**config.mk**
```make
export PLATFORM = sky130hd
export DESIGN_NAME = seven_segment_mux_shift_driver
export DESIGN_NICKNAME = d
export VERILOG_FILES = /design/src/hw/rtl/ssmd_pkg.sv /design/src/hw/rtl/ssmd_phase_gen.sv /design/src/hw/rtl/seven_segment_mux_shift_driver.sv
export SDC_FILE = /design/constraint.sdc
export NUM_CORES = 1
export LEC_CHECK = 0
export ABC_CLOCK_PERIOD_IN_PS = 6600
export BUFFER_PORTS_ARGS = -buffer_cell sky130_fd_sc_hd__buf_2
export CAP_MARGIN = 15
export CORE_ASPECT_RATIO = 0.5
export CORE_UTILIZATION = 57
export DETAILED_ROUTE_END_ITERATION = 12
export PLACE_DENSITY = 0.75
export SLEW_MARGIN = 15
export SYNTH_ARGS = -nofsm -noshare
export SYNTH_HDL_FRONTEND = slang
export SYNTH_HIERARCHICAL = 1
export SYNTH_SLANG_ARGS = --single-unit
```
**constraint.sdc**
```tcl
create_clock -name clk_i -period 6.6 [get_ports clk_i]
set_clock_uncertainty 0.1 [all_clocks]
set_input_delay 1.32 -clock clk_i [delete_from_list [all_inputs] [get_ports clk_i]]
set_output_delay 1.32 -clock clk_i [all_outputs]
set_load 0.05 [all_outputs]
```
**src/hw/rtl/ssmd_pkg.sv**
```systemverilog
// ----------------------------------------------------------------------------
// ssmd_pkg
// Shared types, codes and the character decoder for the seven-segment
// shift-register display driver.
// ----------------------------------------------------------------------------
package ssmd_pkg;

  localparam int unsigned ActionW = 3;
  localparam int unsigned PosW    = 3;
  localparam int unsigned SegW    = 8;
  localparam int unsigned PhaseW  = 6;

  // Item action codes.
  localparam logic [ActionW-1:0] ActTick     = 3'd0;
  localparam logic [ActionW-1:0] ActSetPat   = 3'd1;
  localparam logic [ActionW-1:0] ActSetChar  = 3'd2;
  localparam logic [ActionW-1:0] ActSetDot   = 3'd3;
  localparam logic [ActionW-1:0] ActClearAll = 3'd4;

  // One digit is 16 bit phases pairs (32 phases), then latch low and latch high.
  localparam logic [PhaseW-1:0] PhaseLatchLo = 6'd32;
  localparam logic [PhaseW-1:0] PhaseLatchHi = 6'd33;

  localparam logic [SegW-1:0] BlankPattern = 8'hFF;
  localparam logic [SegW-1:0] DashPattern  = 8'b1011_1111;
  localparam logic [SegW-1:0] DotClearMask = 8'h7F;
  localparam logic [SegW-1:0] SelectorBase = 8'h08;

  typedef struct packed {
    logic data;
    logic sclk;
    logic latch;
    logic done;
  } pins_t;

  function automatic logic [SegW-1:0] decode_char(input logic [7:0] c);
    logic [SegW-1:0] seg;
    case (c)
      8'h30:   seg = 8'b1100_0000;
      8'h31:   seg = 8'b1111_1001;
      8'h32:   seg = 8'hA4;
      8'h33:   seg = 8'hB0;
      8'h34:   seg = 8'h99;
      8'h35:   seg = 8'h92;
      8'h36:   seg = 8'h82;
      8'h37:   seg = 8'hF8;
      8'h38:   seg = 8'b1000_0000;
      8'h39:   seg = 8'b1001_0000;
      8'h2D:   seg = DashPattern;
      default: seg = BlankPattern;
    endcase
    return seg;
  endfunction

endpackage

```
**src/hw/rtl/ssmd_phase_gen.sv**
```systemverilog
// ----------------------------------------------------------------------------
// ssmd_phase_gen
// Turns the digit's 16-bit frame word and the scan phase into pin levels.
// ----------------------------------------------------------------------------
module ssmd_phase_gen (
  input  logic [15:0]                 word_i,
  input  logic [ssmd_pkg::PhaseW-1:0] phase_i,
  output ssmd_pkg::pins_t             pins_o
);
  import ssmd_pkg::*;

  logic [3:0] bit_idx;

  assign bit_idx = 4'd15 - phase_i[4:1];

  always_comb begin
    if (phase_i < PhaseLatchLo) begin
      pins_o.data  = word_i[bit_idx];
      pins_o.sclk  = phase_i[0];
      pins_o.latch = 1'b1;
      pins_o.done  = 1'b0;
    end else begin
      // The data line keeps the last selector bit during the latch pulse.
      pins_o.data  = word_i[0];
      pins_o.sclk  = 1'b1;
      pins_o.latch = (phase_i == PhaseLatchHi);
      pins_o.done  = (phase_i == PhaseLatchHi);
    end
  end

endmodule

```
**src/hw/rtl/seven_segment_mux_shift_driver.sv**
```systemverilog
// ----------------------------------------------------------------------------
// seven_segment_mux_shift_driver
// Multiplexed seven-segment display driver feeding two chained shift registers.
// ----------------------------------------------------------------------------
// Writes update the digit store in the cycle they are accepted, and each
// tick computes one pin phase from the scan counters and the store and
// places it in the output register. A new item is accepted each cycle as
// long as the output register is empty or being drained. One digit takes
// 34 ticks: 16 bits of two phases each, then latch low and latch high; the
// full scan is 34 * NUM_DIGITS ticks.
module seven_segment_mux_shift_driver #(
  parameter int unsigned NUM_DIGITS = 4
) (
  input  logic                          clk_i,
  input  logic                          rst_ni,
  input  logic                          in_valid_i,
  output logic                          in_ready_o,
  input  logic [ssmd_pkg::ActionW-1:0]  action_i,
  input  logic [ssmd_pkg::PosW-1:0]     position_i,
  input  logic [ssmd_pkg::SegW-1:0]     pattern_i,
  input  logic [7:0]                    char_code_i,
  input  logic                          dot_on_i,
  output logic                          out_valid_o,
  input  logic                          out_ready_i,
  output logic                          data_pin_o,
  output logic                          shift_clock_pin_o,
  output logic                          latch_pin_o,
  output logic                          digit_done_o
);
  import ssmd_pkg::*;

  localparam int unsigned DigitW = (NUM_DIGITS > 1) ? $clog2(NUM_DIGITS) : 1;
  localparam logic [DigitW-1:0] LastDigit = DigitW'(NUM_DIGITS - 1);

  logic [SegW-1:0]     pat_q [NUM_DIGITS];
  logic [NUM_DIGITS-1:0] dot_q;
  logic [DigitW-1:0]   digit_q;
  logic [PhaseW-1:0]   phase_q;
  logic                out_valid_q;
  pins_t               pins_q;

  logic                accept;
  logic                pos_ok;
  logic [DigitW-1:0]   wr_idx;
  logic [SegW-1:0]     seg;
  logic [SegW-1:0]     sel;
  logic [15:0]         word;
  logic [PhaseW-1:0]   phase_eff;
  pins_t               pins_d;

  assign in_ready_o = !out_valid_q || out_ready_i;
  assign accept     = in_valid_i && in_ready_o;
  assign pos_ok     = ({1'b0, position_i} < 4'(NUM_DIGITS));
  assign wr_idx     = DigitW'(position_i);

  assign phase_eff = (phase_q > PhaseLatchHi) ? '0 : phase_q;
  assign seg       = dot_q[digit_q] ? (pat_q[digit_q] & DotClearMask) : pat_q[digit_q];
  assign sel       = SelectorBase >> digit_q;
  assign word      = {seg, sel};

  ssmd_phase_gen u_phase_gen (
    .word_i  (word),
    .phase_i (phase_eff),
    .pins_o  (pins_d)
  );

  always_ff @(posedge clk_i or negedge rst_ni) begin
    if (!rst_ni) begin
      for (int i = 0; i < NUM_DIGITS; i++) begin
        pat_q[i] <= BlankPattern;
      end
      dot_q   <= '0;
      digit_q <= '0;
      phase_q <= '0;
    end else if (accept) begin
      case (action_i)
        ActTick: begin
          if (phase_eff == PhaseLatchHi) begin
            phase_q <= '0;
            digit_q <= (digit_q == LastDigit) ? '0 : digit_q + 1'b1;
          end else begin
            phase_q <= phase_eff + 1'b1;
          end
        end
        ActSetPat: begin
          if (pos_ok) begin
            pat_q[wr_idx] <= pattern_i;
          end
        end
        ActSetChar: begin
          if (pos_ok) begin
            pat_q[wr_idx] <= decode_char(char_code_i);
          end
        end
        ActSetDot: begin
          if (pos_ok) begin
            dot_q[wr_idx] <= dot_on_i;
          end
        end
        ActClearAll: begin
          for (int i = 0; i < NUM_DIGITS; i++) begin
            pat_q[i] <= BlankPattern;
          end
          dot_q <= '0;
        end
        default: begin
        end
      endcase
    end
  end

  // Output register: loaded by a tick, emptied when the sink takes it.
  always_ff @(posedge clk_i or negedge rst_ni) begin
    if (!rst_ni) begin
      out_valid_q <= 1'b0;
    end else if (accept && (action_i == ActTick)) begin
      out_valid_q <= 1'b1;
    end else if (out_ready_i) begin
      out_valid_q <= 1'b0;
    end
  end

  always_ff @(posedge clk_i) begin
    if (accept && (action_i == ActTick)) begin
      pins_q <= pins_d;
    end
  end

  assign out_valid_o       = out_valid_q;
  assign data_pin_o        = pins_q.data;
  assign shift_clock_pin_o = pins_q.sclk;
  assign latch_pin_o       = pins_q.latch;
  assign digit_done_o      = pins_q.done;

endmodule
```
==> summary.txt, run 1 <==
STATUS
--------------------------------------------------------------------------------------
Outcome                                                                   finished, violations left
Violations in the final reports                                           design-rule violations

STA
--------------------------------------------------------------------------------------
Max Clk Rate                                                                   289 MHz
Post-route worst setup slack                                                   3140 ps
Final Max Tran Viols                                                                 0
Worst hold slack across all endpoints                                           380 ps
Unrepaired setup endpoints after global routing                                  false
Transition time at the pin with the least slew margin                           954 ps
Crit share post-route                                                            52.4%
Accumulated negative setup slack                                                  0 ps
Crit path time final                                                           3460 ps
Final number of setup-violating endpoints                                            0
Hold Violations, Final                                                               0
Max-Slew Margin vs Limit                                                         36.4%

DIE
--------------------------------------------------------------------------------------
Full die area                                                                 6280 um2
Y dimension of the die                                                         56.5 um
Standard-cell rows                                                                  19
Effective utilization at floorplan                                               60.4%
Area of the placeable core                                                    5610 um2
Total I/O pin count                                                                 33
Width of the die                                                                111 um

SETUP PATH
--------------------------------------------------------------------------------------
Startpoint class of the critical path                                       input port
Setup slack of the worst register-to-register path                             4030 ps
Crit-path max FO                                                                     4
Destination of the critical timing path                                     in_ready_o
Critical Path Source                                                       out_ready_i
FF-to-FF path depth                                                                  5
Data arrival time of the critical path                                         2040 ps
Destination of the worst register-to-register timing path                 data_pin_o$_DFFE_PP_
Classification of the worst setup path                                    input port to primary output
Startpoint of the most critical register-to-register path                 digit_q[1]$_DFFE_PN0P_
Required time worst endpoint                                                   5180 ps
Kind of end point of the critical path                                    primary output

GRT
--------------------------------------------------------------------------------------
Met1 Resource Use GR                                                             43.0%
Global routing's busiest layer                                                    met2
Maximum number of pins on one net before global-route repair                        46
Overall global routing resource usage                                            30.2%
Global-route wire length before repair                                        14400 um
Aggregate global routing overflow                                                    0
Met3 usage                                                                       7.45%
Met2 track demand over resource in global routing                                47.1%
Vias in the first global route                                                    2891
Number of antenna violations at the first check in global routing                    0

DETAILED ROUTING
--------------------------------------------------------------------------------------
Detailed Routing Iterations Pass 1                                                   9
DRC violations left                                                                  2
1st-iter DRT viols                                                                 336
Vias after detailed routing                                                       3068
Average detailed-routed wire length per instance                               19.2 um
Remaining antenna violation count after routing                                      0
Routed Wire Length                                                             8690 um
Via density per instance                                                          6.79

LOGIC SYNTHESIS
--------------------------------------------------------------------------------------
Sequential-to-total area share from yosys stat                                   37.9%
Synthesized netlist cell count                                                     359
Number of distinct standard cells referenced by the synthesized netlist             61
Number of warning messages in the yosys log                                          6
Post-synth EDFFs                                                                     4
FF+latch count, synth                                                               49
Synth Flop Type                                                           sky130_fd_sc_hd__dfstp_2
Synth async-reset ratio                                                          91.8%
Post-synthesis area per instance                                              9.44 um2
Synthesized cell area                                                         3390 um2

FINISH
--------------------------------------------------------------------------------------
Number of nets in the finished design                                              411
P&R area growth vs syn                                                           8.75%
Count of filler cells inserted in the layout                                       460
Fraction of layout cells with a size suffix above 1                              23.7%
Antenna diode count                                                                  0

PWR
--------------------------------------------------------------------------------------
Clock share of power                                                             27.1%
Switching Power                                                               0.278 mW
Total internal power                                                          0.666 mW
Combinational cell fraction of total power                                       27.5%
Switch share                                                                     29.4%
Pwr/cell area                                                               256 nW/um2
Sequential group share of total power                                            45.5%
Max rail drop VDD                                                             0.141 mV
Standby leakage power                                                          1.47 nW

CLOCKING
--------------------------------------------------------------------------------------
Deepest clock path buffer count                                                      2
Clock root cell                                                           sky130_fd_sc_hd__clkbuf_16
Number of clock sinks seen by CTS                                                   49
Postcts setup bufs                                                                   0
Gates resized, CTS repair                                                            0
Clk slew on worst S/H paths                                                      60 ps
Hold-fix buffers, CTS                                                                0
CTS tree                                                                           yes
Later-pin clock latency in the skew report                                      290 ps
Max H-tree Level                                                                     2
Cts bufs inserted                                                                    5

FLOW RUN
--------------------------------------------------------------------------------------
Number of max-cap violations                                                         0

PLACED DESIGN
--------------------------------------------------------------------------------------
Pre-CTS worst setup slack                                                      3120 ps
Count of input and output buffers                                                   32
Half-perimeter wire length after detailed placement                            6430 um
Routability congestion estimate                                                  0.902

WORST HOLD PATH
--------------------------------------------------------------------------------------
Worst min path class                                                      flip-flop to flip-flop
Startpoint of the worst hold path                                         pat_q[23]$_DFFE_PN1P_

==> per-stage QoR <==
stage	power, mW	utilization [%]	instances	area [um2]
finish	0.944	65.7	452	3690
global route	0.990	65.7	452	3690
CTS	0.944	65.7	452	3690
detailed placement	0.689	63.1	444	3540
global placement	0.675	63.1	444	3540
floorplan	0.620	-	362	3400
==> worst max-delay path, stage by stage <==
cell and delay [ps]:
sky130_fd_sc_hd__buf_2 90, sky130_fd_sc_hd__nor2b_1 240, sky130_fd_sc_hd__inv_1 150, sky130_fd_sc_hd__buf_2 240
==> state kept, by name, indices dropped and copies added, names as in the netlist <==
register           flops
shift_clock_pin_o      1
dot_q                  4
out_valid_o            1
data_pin_o             1
digit_q                2
latch_pin_o            1
digit_done_o           1
phase_q                6
pat_q                 32
==> worst min path at each step <==
stage / to / cells past startpoint
after floorplan: pat_q[23]$_DFFE_PN1P_ / 2
after global placement: pat_q[23]$_DFFE_PN1P_ / 2
after detailed placement: pat_q[23]$_DFFE_PN1P_ / 2
after CTS: pat_q[23]$_DFFE_PN1P_ / 2
after global routing: pat_q[23]$_DFFE_PN1P_ / 2
final: pat_q[23]$_DFFE_PN1P_ / 2
==> cell usage in the layout (no fill, tap or decap), types with 4 or more instances in the layout <==
master and count:
sky130_fd_sc_hd__inv_1 12, sky130_fd_sc_hd__clkbuf_16 5, sky130_fd_sc_hd__nand3_1 5, sky130_fd_sc_hd__ha_1 6, sky130_fd_sc_hd__dfstp_2 32, sky130_fd_sc_hd__o21ai_1 4, sky130_fd_sc_hd__nand2b_1 9, sky130_fd_sc_hd__edfxtp_1 4
sky130_fd_sc_hd__o221ai_1 8, sky130_fd_sc_hd__a221oi_1 5, sky130_fd_sc_hd__dfrtp_1 13, sky130_fd_sc_hd__and2_1 4, sky130_fd_sc_hd__a22o_1 22, sky130_fd_sc_hd__a221o_1 6, sky130_fd_sc_hd__o21ai_0 35, sky130_fd_sc_hd__nor2b_1 9
sky130_fd_sc_hd__mux4_1 4, sky130_fd_sc_hd__mux4_2 7, sky130_fd_sc_hd__buf_2 32, sky130_fd_sc_hd__nand2_1 42, sky130_fd_sc_hd__nor2_1 23, sky130_fd_sc_hd__nor3_1 5, sky130_fd_sc_hd__conb_1 4, sky130_fd_sc_hd__a21oi_1 30
==> cell type report <==
type / instances / area [um2] / area share [%]
Inverter: 13 / 48.8 / 1.32
Sequential cell: 49 / 1290 / 34.9
Tap cell: 73 / 91.3 / 2.48
Multi-Input combinational cell: 277 / 1950 / 53.0
Timing Repair Buffer: 32 / 160 / 4.34
Clock buffer: 8 / 146 / 3.97
==> metal layers <==
metal	vias up	routed length, um
met5	-	0
met4	0	102
met3	8	853
met1	1498	3950
li1	1394	-
met2	168	3780
==> cells in the mapped netlist, types with 2 or more instances <==
library cell	count	area share [%]
sky130_fd_sc_hd__ha_1	6	2.2
sky130_fd_sc_hd__buf_2	9	1.3
sky130_fd_sc_hd__and2_1	4	0.74
sky130_fd_sc_hd__edfxtp_1	4	3.5
sky130_fd_sc_hd__a221o_1	6	1.8
sky130_fd_sc_hd__nor2b_1	9	1.7
sky130_fd_sc_hd__nor3_1	5	0.74
sky130_fd_sc_hd__a211o_1	3	0.78
sky130_fd_sc_hd__a22oi_1	3	0.66
sky130_fd_sc_hd__o221ai_1	8	2.1
sky130_fd_sc_hd__mux2i_1	2	0.59
sky130_fd_sc_hd__o21ai_1	4	0.59
sky130_fd_sc_hd__a221oi_1	5	1.3
sky130_fd_sc_hd__o21ai_0	35	5.2
sky130_fd_sc_hd__dfrtp_1	13	9.6
sky130_fd_sc_hd__nor4b_4	2	1.4
sky130_fd_sc_hd__nor2_1	23	2.5
sky130_fd_sc_hd__a21o_1	2	0.44
sky130_fd_sc_hd__nor3b_2	2	0.74
sky130_fd_sc_hd__nand3_1	5	0.74
sky130_fd_sc_hd__buf_4	4	0.89
sky130_fd_sc_hd__a21oi_1	30	4.4
sky130_fd_sc_hd__a22o_1	22	5.7
sky130_fd_sc_hd__a211oi_1	3	0.66
sky130_fd_sc_hd__nor4b_1	2	0.52
sky130_fd_sc_hd__clkbuf_1	8	0.89
sky130_fd_sc_hd__nand4b_1	2	0.52
sky130_fd_sc_hd__mux4_1	4	3.1
sky130_fd_sc_hd__or2_2	2	0.37
sky130_fd_sc_hd__inv_1	12	1.3
sky130_fd_sc_hd__mux4_2	7	4.7
sky130_fd_sc_hd__buf_1	2	0.22
sky130_fd_sc_hd__nand2b_1	9	1.7
sky130_fd_sc_hd__o32ai_1	2	0.52
sky130_fd_sc_hd__dfstp_2	32	25
sky130_fd_sc_hd__o22ai_1	2	0.37
sky130_fd_sc_hd__nand2_1	42	4.7
==> power by group through the flow <==
stage               clock network [mW]  registers, mW  logic [mW]
floorplan                            0          0.418       0.202
global placement                     0          0.429       0.246
detailed placement                   0          0.432       0.257
CTS                              0.258          0.428       0.258
global route                     0.271          0.436       0.284
finish                           0.255          0.429       0.259
==> cells by family after synthesis <==
family / share of synthesized area (%)
AOI/OAI and AO/OA: 27.4
and+or+nand+nor: 18.7
DFF: 37.9
buffers and inverters: 4.76
muxes: 8.67
adders and majority gates: 2.21
other: 0.111
xor gates and xnor gates: 0.258
Power figures use the tool's default switching activity.
==> run 2: changes to the inputs <==
--- a/config.mk
+++ b/config.mk
@@ -5,7 +5,7 @@
 export SDC_FILE = /design/constraint.sdc
 export NUM_CORES = 1
 export LEC_CHECK = 0
-export ABC_CLOCK_PERIOD_IN_PS = 6600
+export ABC_CLOCK_PERIOD_IN_PS = 3300
 export BUFFER_PORTS_ARGS = -buffer_cell sky130_fd_sc_hd__buf_2
 export CAP_MARGIN = 15
 export CORE_ASPECT_RATIO = 0.5
==> constraint.sdc (replaced) <==
create_clock -name clk_i -period 3.3 [get_ports clk_i]
set_clock_uncertainty 0.1 [all_clocks]
set_input_delay 0.66 -clock clk_i [delete_from_list [all_inputs] [get_ports clk_i]]
set_output_delay 0.66 -clock clk_i [all_outputs]
set_load 0.05 [all_outputs]
==> run 2 against run 1 <==
The flow still finishes with violations (design-rule violations). Power up 100%. Hold slack worse by 6.3 ps. Sequential power up 100%. Sequential cell count unchanged. Cell count up 0.88%. Largest power group unchanged. Highest routed layer unchanged.
==> summary.txt, run 2 (synthesis results as in run 1) <==
DETAILED ROUTING
--------------------------------------------------------------------------------
DRC violations left                                                            2   unchanged
Remaining antenna violation count after routing                                0   unchanged
Vias after detailed routing                                                 3040   -0.91%
Detailed Routing Iterations Pass 1                                             9   unchanged
Average detailed-routed wire length per instance                         19.5 um   +1.5%
1st-iter DRT viols                                                           350   +4.2%
Routed Wire Length                                                       8900 um   +2.4%
Via density per instance                                                    6.67   -1.8%

SETUP PATH
--------------------------------------------------------------------------------
Worst path bufs/invs                                                           0   -3
FF-to-FF path depth                                                            5   unchanged
Data arrival time of the critical path                                   2440 ps   +400 ps
Ordered list of cells on the worst path                             mux4_2 > mux4_1 > mux2i_1 > mux2_2 > o21ai_2
Slowest stage cell, crit path                                       sky130_fd_sc_hd__dfrtp_1
Number of logic stages on the critical path including buffering                5   +1
Classification of the worst setup path                              flip-flop to flip-flop
Setup slack of the worst register-to-register path                        800 ps   -3230 ps
Critical Path Source                                                digit_q[0]$_DFFE_PN0P_
Crit-path max FO                                                              15   +11
Worst stage delay on the critical path                                    720 ps   +480 ps
Required time worst endpoint                                             3250 ps   -1930 ps
Startpoint of the most critical register-to-register path           digit_q[0]$_DFFE_PN0P_
Destination of the worst register-to-register timing path           data_pin_o$_DFFE_PP_
Destination of the critical timing path                             data_pin_o$_DFFE_PP_
Kind of end point of the critical path                                 flip-flop
Top cell family by delay on the critical path                       multiplexers
Startpoint class of the critical path                                  flip-flop

STA
--------------------------------------------------------------------------------
Crit path time final                                                     2500 ps
Hold Violations, Final                                                         0   unchanged
Max Clk Rate                                                             401 MHz
Crit share post-route                                                      75.6%
Final number of setup-violating endpoints                                      0   unchanged
Max-Slew Margin vs Limit                                                   36.8%   +0.40 points
Transition time at the pin with the least slew margin                     948 ps   -5.92 ps
Accumulated negative setup slack                                            0 ps   unchanged
Final Max Tran Viols                                                           0   unchanged
Unrepaired setup endpoints after global routing                            false

FINISH
--------------------------------------------------------------------------------
Commonest non-fill, non-tap cell in the layout                      sky130_fd_sc_hd__nand2_1
Sequential cell area                                                    1290 um2   unchanged
Top register by number of flip-flops                                       pat_q
P&R area growth vs syn                                                     9.49%
Final core occ                                                             66.1%   +0.45 points
Most used cells in the layout excluding fill and tap cells          sky130_fd_sc_hd__nand2_1 (42), sky130_fd_sc_hd__o21ai_0 (35), sky130_fd_sc_hd__buf_2 (32), sky130_fd_sc_hd__dfstp_2 (32), sky130_fd_sc_hd__a21oi_1 (30)
Largest registers in the final layout                               pat_q x32, phase_q x6, dot_q x4
Count of filler cells inserted in the layout                                 477   +3.7%
Fraction of layout cells with a size suffix above 1                        25.1%   +1.3 points
Antenna diode count                                                            0   unchanged
Area occupied by multi-input gates                                      1950 um2   unchanged
Number of nets in the finished design                                        415   +0.97%
Max FFs per register                                                          32   unchanged

CLOCKING
--------------------------------------------------------------------------------
Later-pin clock latency in the skew report                                290 ps   about the same
Max H-tree Level                                                               2   unchanged
Hold-fix buffers, CTS                                                          0   unchanged
CTS tree                                                                     yes
Postcts setup bufs                                                             0   unchanged
Gates resized, CTS repair                                                      0   unchanged
Number of clock sinks seen by CTS                                             49   unchanged
Clock root cell                                                     sky130_fd_sc_hd__clkbuf_16
Deepest clock path buffer count                                                2   unchanged
Clk slew on worst S/H paths                                                60 ps   about the same
Cts bufs inserted                                                              5   unchanged

PWR
--------------------------------------------------------------------------------
Pwr/cell area                                                         508 nW/um2   +98%
Max rail drop VDD                                                       0.287 mV   +100%
Standby leakage power                                                    1.50 nW   +1.5%

GRT
--------------------------------------------------------------------------------
Maximum number of pins on one net before global-route repair                  46   unchanged
Overall global routing resource usage                                      30.6%   +0.48 points
Aggregate global routing overflow                                              0   unchanged
Vias in the first global route                                              2831   -2.1%
Global-route wire length before repair                                  14700 um   +2.1%
Number of antenna violations at the first check in global routing              0   unchanged

PLACED DESIGN
--------------------------------------------------------------------------------
Count of input and output buffers                                             32   unchanged
Routability congestion estimate                                            0.947   +5.0%
Half-perimeter wire length after detailed placement                      6540 um   +1.6%

DIE
--------------------------------------------------------------------------------
Effective utilization at floorplan                                         60.4%   unchanged
Width of the die                                                          111 um   unchanged
Total I/O pin count                                                           33   unchanged
Full die area                                                           6280 um2   unchanged
Y dimension of the die                                                   56.5 um   unchanged
Area of the placeable core                                              5610 um2   unchanged
Standard-cell rows                                                            19   unchanged

STATUS
--------------------------------------------------------------------------------
Outcome                                                             finished, violations left
Violations in the final reports                                     design-rule violations

FLOW RUN
--------------------------------------------------------------------------------
Number of max-cap violations                                                   0   unchanged

WORST HOLD PATH
--------------------------------------------------------------------------------
Worst min path class                                                flip-flop to flip-flop

-- run 2: cell types whose count changed in the layout (fill, tap and decap cells not counted), sizes merged --
cell / change
inv: +1
clkinv: +2
buf: +4
clkbuf: -3
-- run 2: power breakdown --
part | switching, mW | total [mW] | internal [mW]
Clock | 0.219 | 0.498 | 0.278
Sequential | 0.0883 | 0.867 | 0.779
Combinational | 0.266 | 0.520 | 0.254
Total | 0.573 | 1.88 | 1.31
-- run 2: worst min-delay path by stage --
stage | slack (ps) | startpoint | endpoint | depth (start not counted)
2_1_floorplan | 260 | rst_ni | digit_q[0]$_DFFE_PN0P_ | 0
4_1_cts | 370 | pat_q[23]$_DFFE_PN1P_ | pat_q[23]$_DFFE_PN1P_ | 2
3_3_place_gp | 360 | pat_q[23]$_DFFE_PN1P_ | pat_q[23]$_DFFE_PN1P_ | 2
3_5_place_dp | 360 | pat_q[23]$_DFFE_PN1P_ | pat_q[23]$_DFFE_PN1P_ | 2
6_report | 370 | pat_q[23]$_DFFE_PN1P_ | pat_q[23]$_DFFE_PN1P_ | 2
5_1_grt | 400 | pat_q[23]$_DFFE_PN1P_ | pat_q[23]$_DFFE_PN1P_ | 2
-- run 2: routing by layer --
layer / track usage [%] / up-vias / part of all wire (%)
li1: - / 1403 / -
met1: 45.8 / 1450 / 46
met2: 44.6 / 175 / 42
met3: 7.24 / 12 / 11
met4: 8.30 / 0 / 0.99
met5: 0 / - / 0
-- run 2: stage by stage --
step                      worst slack, ps  total power, mW  instances  area [um2]  hold slack [ps]
after floorplan                       830             1.24        362        3400              264
after global placement                661             1.37        448        3570              361
after detailed placement              573             1.38        448        3570              362
after CTS                             793             1.88        456        3710              374
after global routing                  615             1.98        456        3710              396
final                                 804             1.88        456        3710              374
-- run 2: final cells by class --
class / instances / area share, %
Multi-Input combinational cell: 277 / 52.6
Sequential cell: 49 / 34.7
Timing Repair Buffer: 36 / 5.12
Clock buffer: 5 / 3.37
Tap cell: 73 / 2.46
Inverter: 13 / 1.31
Clock inverter: 3 / 0.438
-- run 2: tightest hold or removal path, stage by stage (launching register included) --
cell and delay, ps:
sky130_fd_sc_hd__dfstp_2 370, sky130_fd_sc_hd__inv_1 50, sky130_fd_sc_hd__a22oi_1 60
==> run 3: changes to the inputs <==
--- a/config.mk
+++ b/config.mk
@@ -5,7 +5,8 @@
 export SDC_FILE = /design/constraint.sdc
 export NUM_CORES = 1
 export LEC_CHECK = 0
-export ABC_CLOCK_PERIOD_IN_PS = 3300
+export ABC_AREA = 1
+export ABC_CLOCK_PERIOD_IN_PS = 2400
 export BUFFER_PORTS_ARGS = -buffer_cell sky130_fd_sc_hd__buf_2
 export CAP_MARGIN = 15
 export CORE_ASPECT_RATIO = 0.5
==> constraint.sdc (replaced) <==
create_clock -name clk_i -period 2.4 [get_ports clk_i]
set_clock_uncertainty 0.1 [all_clocks]
set_input_delay 0.48 -clock clk_i [delete_from_list [all_inputs] [get_ports clk_i]]
set_output_delay 0.48 -clock clk_i [all_outputs]
set_load 0.05 [all_outputs]
==> run 3 against run 2 <==
The flow now finishes without violations. Sequential cell count is the same. First-iteration DRC count grew 14%. Clock power grew 79%. Non-clock buffer count grew 6. Critical path depth grew 6. Combinational power grew 92%. Cell area grew 9.4%. Fmax grew 17%. Die area grew 4.2%. Via count grew 21%. Routed wire length grew 11%. Global-route usage grew 1.9 points. Largest cell class unchanged.
==> summary.txt, run 3 <==
STA
--------------------------------------------------------------------------------------
Max Clk Rate                                                                   471 MHz   +17%
Final number of setup-violating endpoints                                            0   unchanged
Unrepaired setup endpoints after global routing                                  false
Post-route worst setup slack                                                    275 ps   -530 ps
Crit share post-route                                                            88.6%   +13 points
Transition time at the pin with the least slew margin                           646 ps   -302 ps
Crit path time final                                                           2130 ps   -370 ps
Final Max Tran Viols                                                                 0   unchanged
Accumulated negative setup slack                                                  0 ps   unchanged
Hold Violations, Final                                                               0   unchanged
Max-Slew Margin vs Limit                                                         56.9%   +20 points

DETAILED ROUTING
--------------------------------------------------------------------------------------
DRC violations left                                                                  0   -2
Vias after detailed routing                                                       3668   +21%
Remaining antenna violation count after routing                                      0   unchanged
1st-iter DRT viols                                                                 398   +14%
Via density per instance                                                          5.57   -16%
Routed Wire Length                                                             9920 um   +11%
Detailed Routing Iterations Pass 1                                                   5   -4
Average detailed-routed wire length per instance                               15.1 um   -23%

SETUP PATH
--------------------------------------------------------------------------------------
Classification of the worst setup path                                    flip-flop to flip-flop
Kind of end point of the critical path                                       flip-flop
Startpoint class of the critical path                                        flip-flop
Crit-path max FO                                                                     5   -10
Worst stage delay on the critical path                                          410 ps   -310 ps
Required time worst endpoint                                                   2490 ps   -760 ps
Data arrival time of the critical path                                         2210 ps   -230 ps
Top cell by count, worst path                                             sky130_fd_sc_hd__nor2_1
Setup slack of the worst register-to-register path                              270 ps   -530 ps
Ordered list of cells on the worst path                                   nor2_1 > nand3_1 > nand2_1 > inv_1 > nor2_1 > ha_1 > nand2_1 > nor2_1 > o21ai_0 > o21ai_0 > inv_1
Slowest stage cell, crit path                                             sky130_fd_sc_hd__dfrtp_1

DIE
--------------------------------------------------------------------------------------
Effective utilization at floorplan                                               61.7%   +1.3 points
Full die area                                                                 6540 um2   +4.2%
Standard-cell rows                                                                  19   unchanged
Y dimension of the die                                                         57.7 um   +2.1%
Width of the die                                                                113 um   +2.1%
Area of the placeable core                                                    5730 um2   +2.1%
Total I/O pin count                                                                 33   unchanged

WORST HOLD PATH
--------------------------------------------------------------------------------------
Worst min path class                                                      input port to asynchronous set/reset pin

CLOCKING
--------------------------------------------------------------------------------------
Max H-tree Level                                                                     2   unchanged
CTS tree                                                                           yes
Clock root cell                                                           sky130_fd_sc_hd__clkbuf_16
Cts bufs inserted                                                                    5   unchanged
Later-pin clock latency in the skew report                                      290 ps   about the same
Clk slew on worst S/H paths                                                      70 ps   about the same
Deepest clock path buffer count                                                      2   unchanged
Number of clock sinks seen by CTS                                                   49   unchanged

LOGIC SYNTHESIS
--------------------------------------------------------------------------------------
Synth async-reset ratio                                                          91.8%   unchanged
Fraction of synthesized cell area taken by the top area cell type                23.8%   -1.0 points
Most area-consuming cells after synthesis                                 sky130_fd_sc_hd__dfstp_2 (24%), sky130_fd_sc_hd__nand2_1 (18%), sky130_fd_sc_hd__nor2_1 (9.6%)
Number of warning messages in the yosys log                                          6   unchanged
Post-synthesis area per instance                                              6.67 um2   -29%
Cell types with the highest counts after synthesis                        sky130_fd_sc_hd__nand2_1 (168), sky130_fd_sc_hd__nor2_1 (90), sky130_fd_sc_hd__inv_1 (41)
Top cell type by total area after synthesis                               sky130_fd_sc_hd__dfstp_2
Synth Flop Type                                                           sky130_fd_sc_hd__dfstp_2
FF+latch count, synth                                                               49   unchanged
Sequential-to-total area share from yosys stat                                   36.4%   -1.6 points
Synthesized cell area                                                         3540 um2   +4.3%
Number of distinct standard cells referenced by the synthesized netlist             40   -34%
Most used standard cell by instance count after synthesis                 sky130_fd_sc_hd__nand2_1
Post-synth EDFFs                                                                     4   unchanged
Synthesized netlist cell count                                                     530   +48%

FINISH
--------------------------------------------------------------------------------------
Largest registers in the final layout                                     pat_q x32, phase_q x6, dot_q x4
Commonest non-fill, non-tap cell in the layout                            sky130_fd_sc_hd__nand2_1
P&R area growth vs syn                                                           14.8%
Antenna diode count                                                                  0   unchanged
Top register by number of flip-flops                                             pat_q
Max FFs per register                                                                32   unchanged
Fraction of layout cells with a size suffix above 1                              20.6%   -4.5 points
Most used cells in the layout excluding fill and tap cells                sky130_fd_sc_hd__nand2_1 (168), sky130_fd_sc_hd__nor2_1 (89), sky130_fd_sc_hd__inv_1 (41)
Number of nets in the finished design                                              606   +46%

PLACED DESIGN
--------------------------------------------------------------------------------------
Pre-CTS worst setup slack                                                       255 ps   -319 ps
Half-perimeter wire length after detailed placement                            7470 um   +14%
Count of input and output buffers                                                   32   unchanged
Routability congestion estimate                                                  0.955   +0.83%

STATUS
--------------------------------------------------------------------------------------
Outcome                                                                   finished, final reports clean

PWR
--------------------------------------------------------------------------------------
Pwr/cell area                                                               795 nW/um2   +57%
Max rail drop VDD                                                             0.527 mV   +83%
Standby leakage power                                                          1.97 nW   +32%

GRT
--------------------------------------------------------------------------------------
Vias in the first global route                                                    3392   +20%
Global-route wire length before repair                                        16300 um   +10%
Aggregate global routing overflow                                                    0   unchanged
Number of antenna violations at the first check in global routing                    0   unchanged
Maximum number of pins on one net before global-route repair                        27   -41%
Overall global routing resource usage                                            32.5%   +1.9 points

FLOW RUN
--------------------------------------------------------------------------------------
Number of max-cap violations                                                         0   unchanged

==> run 3: cells by family (layout without fill, tap and decap cells) <==
group / Yosys count / after routing / share of synthesized area (%)
and+or+nand+nor: 300 / 300 / 35.1
AOI/OAI and AO/OA: 110 / 110 / 18.7
buffers and inverters: 63 / 104 / 7.40
DFF: 49 / 49 / 36.4
adders and majority gates: 6 / 6 / 2.12
other: 1 / 4 / 0.106
xor gates and xnor gates: 1 / 1 / 0.248
==> run 3: final cells by class <==
type                            instances  area [um2]
Clock buffer                            6         150
Clock inverter                          2        38.8
Fill cell                             499        1670
Inverter                               54         218
Multi-Input combinational cell        421        2000
Sequential cell                        49        1290
Tap cell                               84         105
Timing Repair Buffer                   42         260
==> run 3: path summary, 6_finish.rpt <==
path | from | to | depth (start not counted)
setup / recovery | phase_q[3]$_DFFE_PN0P_ | digit_q[0]$_DFFE_PN0P_ | 11
hold / removal | rst_ni | phase_q[5]$_DFFE_PN0P_ | 1
setup reg to reg | phase_q[3]$_DFFE_PN0P_ | digit_q[0]$_DFFE_PN0P_ | 11
hold reg to reg | pat_q[18]$_DFFE_PN1P_ | pat_q[18]$_DFFE_PN1P_ | 2
max in group asynchronous | rst_ni | pat_q[8]$_DFFE_PN1P_ | 2
min in group clk_i | out_ready_i | out_valid_o$_DFFE_PN0P_ | 4
==> run 3: repair_timing <==
action / 4_1_cts / 5_1_grt
hold buffers: 0 / 0
gates resized for setup: 0 / 1
endpoints found under the setup margin: 0 / 1
buffers inserted: 0 / 0
hold endpoints to repair: 0 / 0
==> run 3: report_power, final <==
part	leakage (nW)	switching, mW	internal, mW	total [mW]
logic	1.35	0.622	0.373	0.996
clock network	0.0926	0.330	0.559	0.889
registers	0.534	0.174	1.17	1.34
==> run 3: per-stage QoR <==
stage / cells / util (%) / hold slack [ps] / power, mW / cell area, um2
floorplan: 533 / - / 84.4 / 1.99 / 3550
global placement: 650 / 67.5 / 358 / 2.29 / 3870
CTS: 658 / 70.8 / 121 / 3.20 / 4060
finish: 658 / 70.9 / 103 / 3.23 / 4060
global route: 658 / 70.9 / 141 / 3.42 / 4060
detailed placement: 650 / 67.5 / 356 / 2.31 / 3870
==> run 3: metal layers <==
layer	vias to the layer above	global-route usage [%]	share of wire, %
met3	10	9.83	10
met2	178	48.6	42
li1	1802	-	-
met1	1678	45.5	47
met5	-	0	0
met4	0	10.9	0.76
==> run 3: critical path, delay by kind of cell, from the launching register on <==
family	cells	cell delay, ps
compound gates	2	230
simple gates	6	910
flops	1	410
fa+ha+maj	1	230
buf+inv	2	130
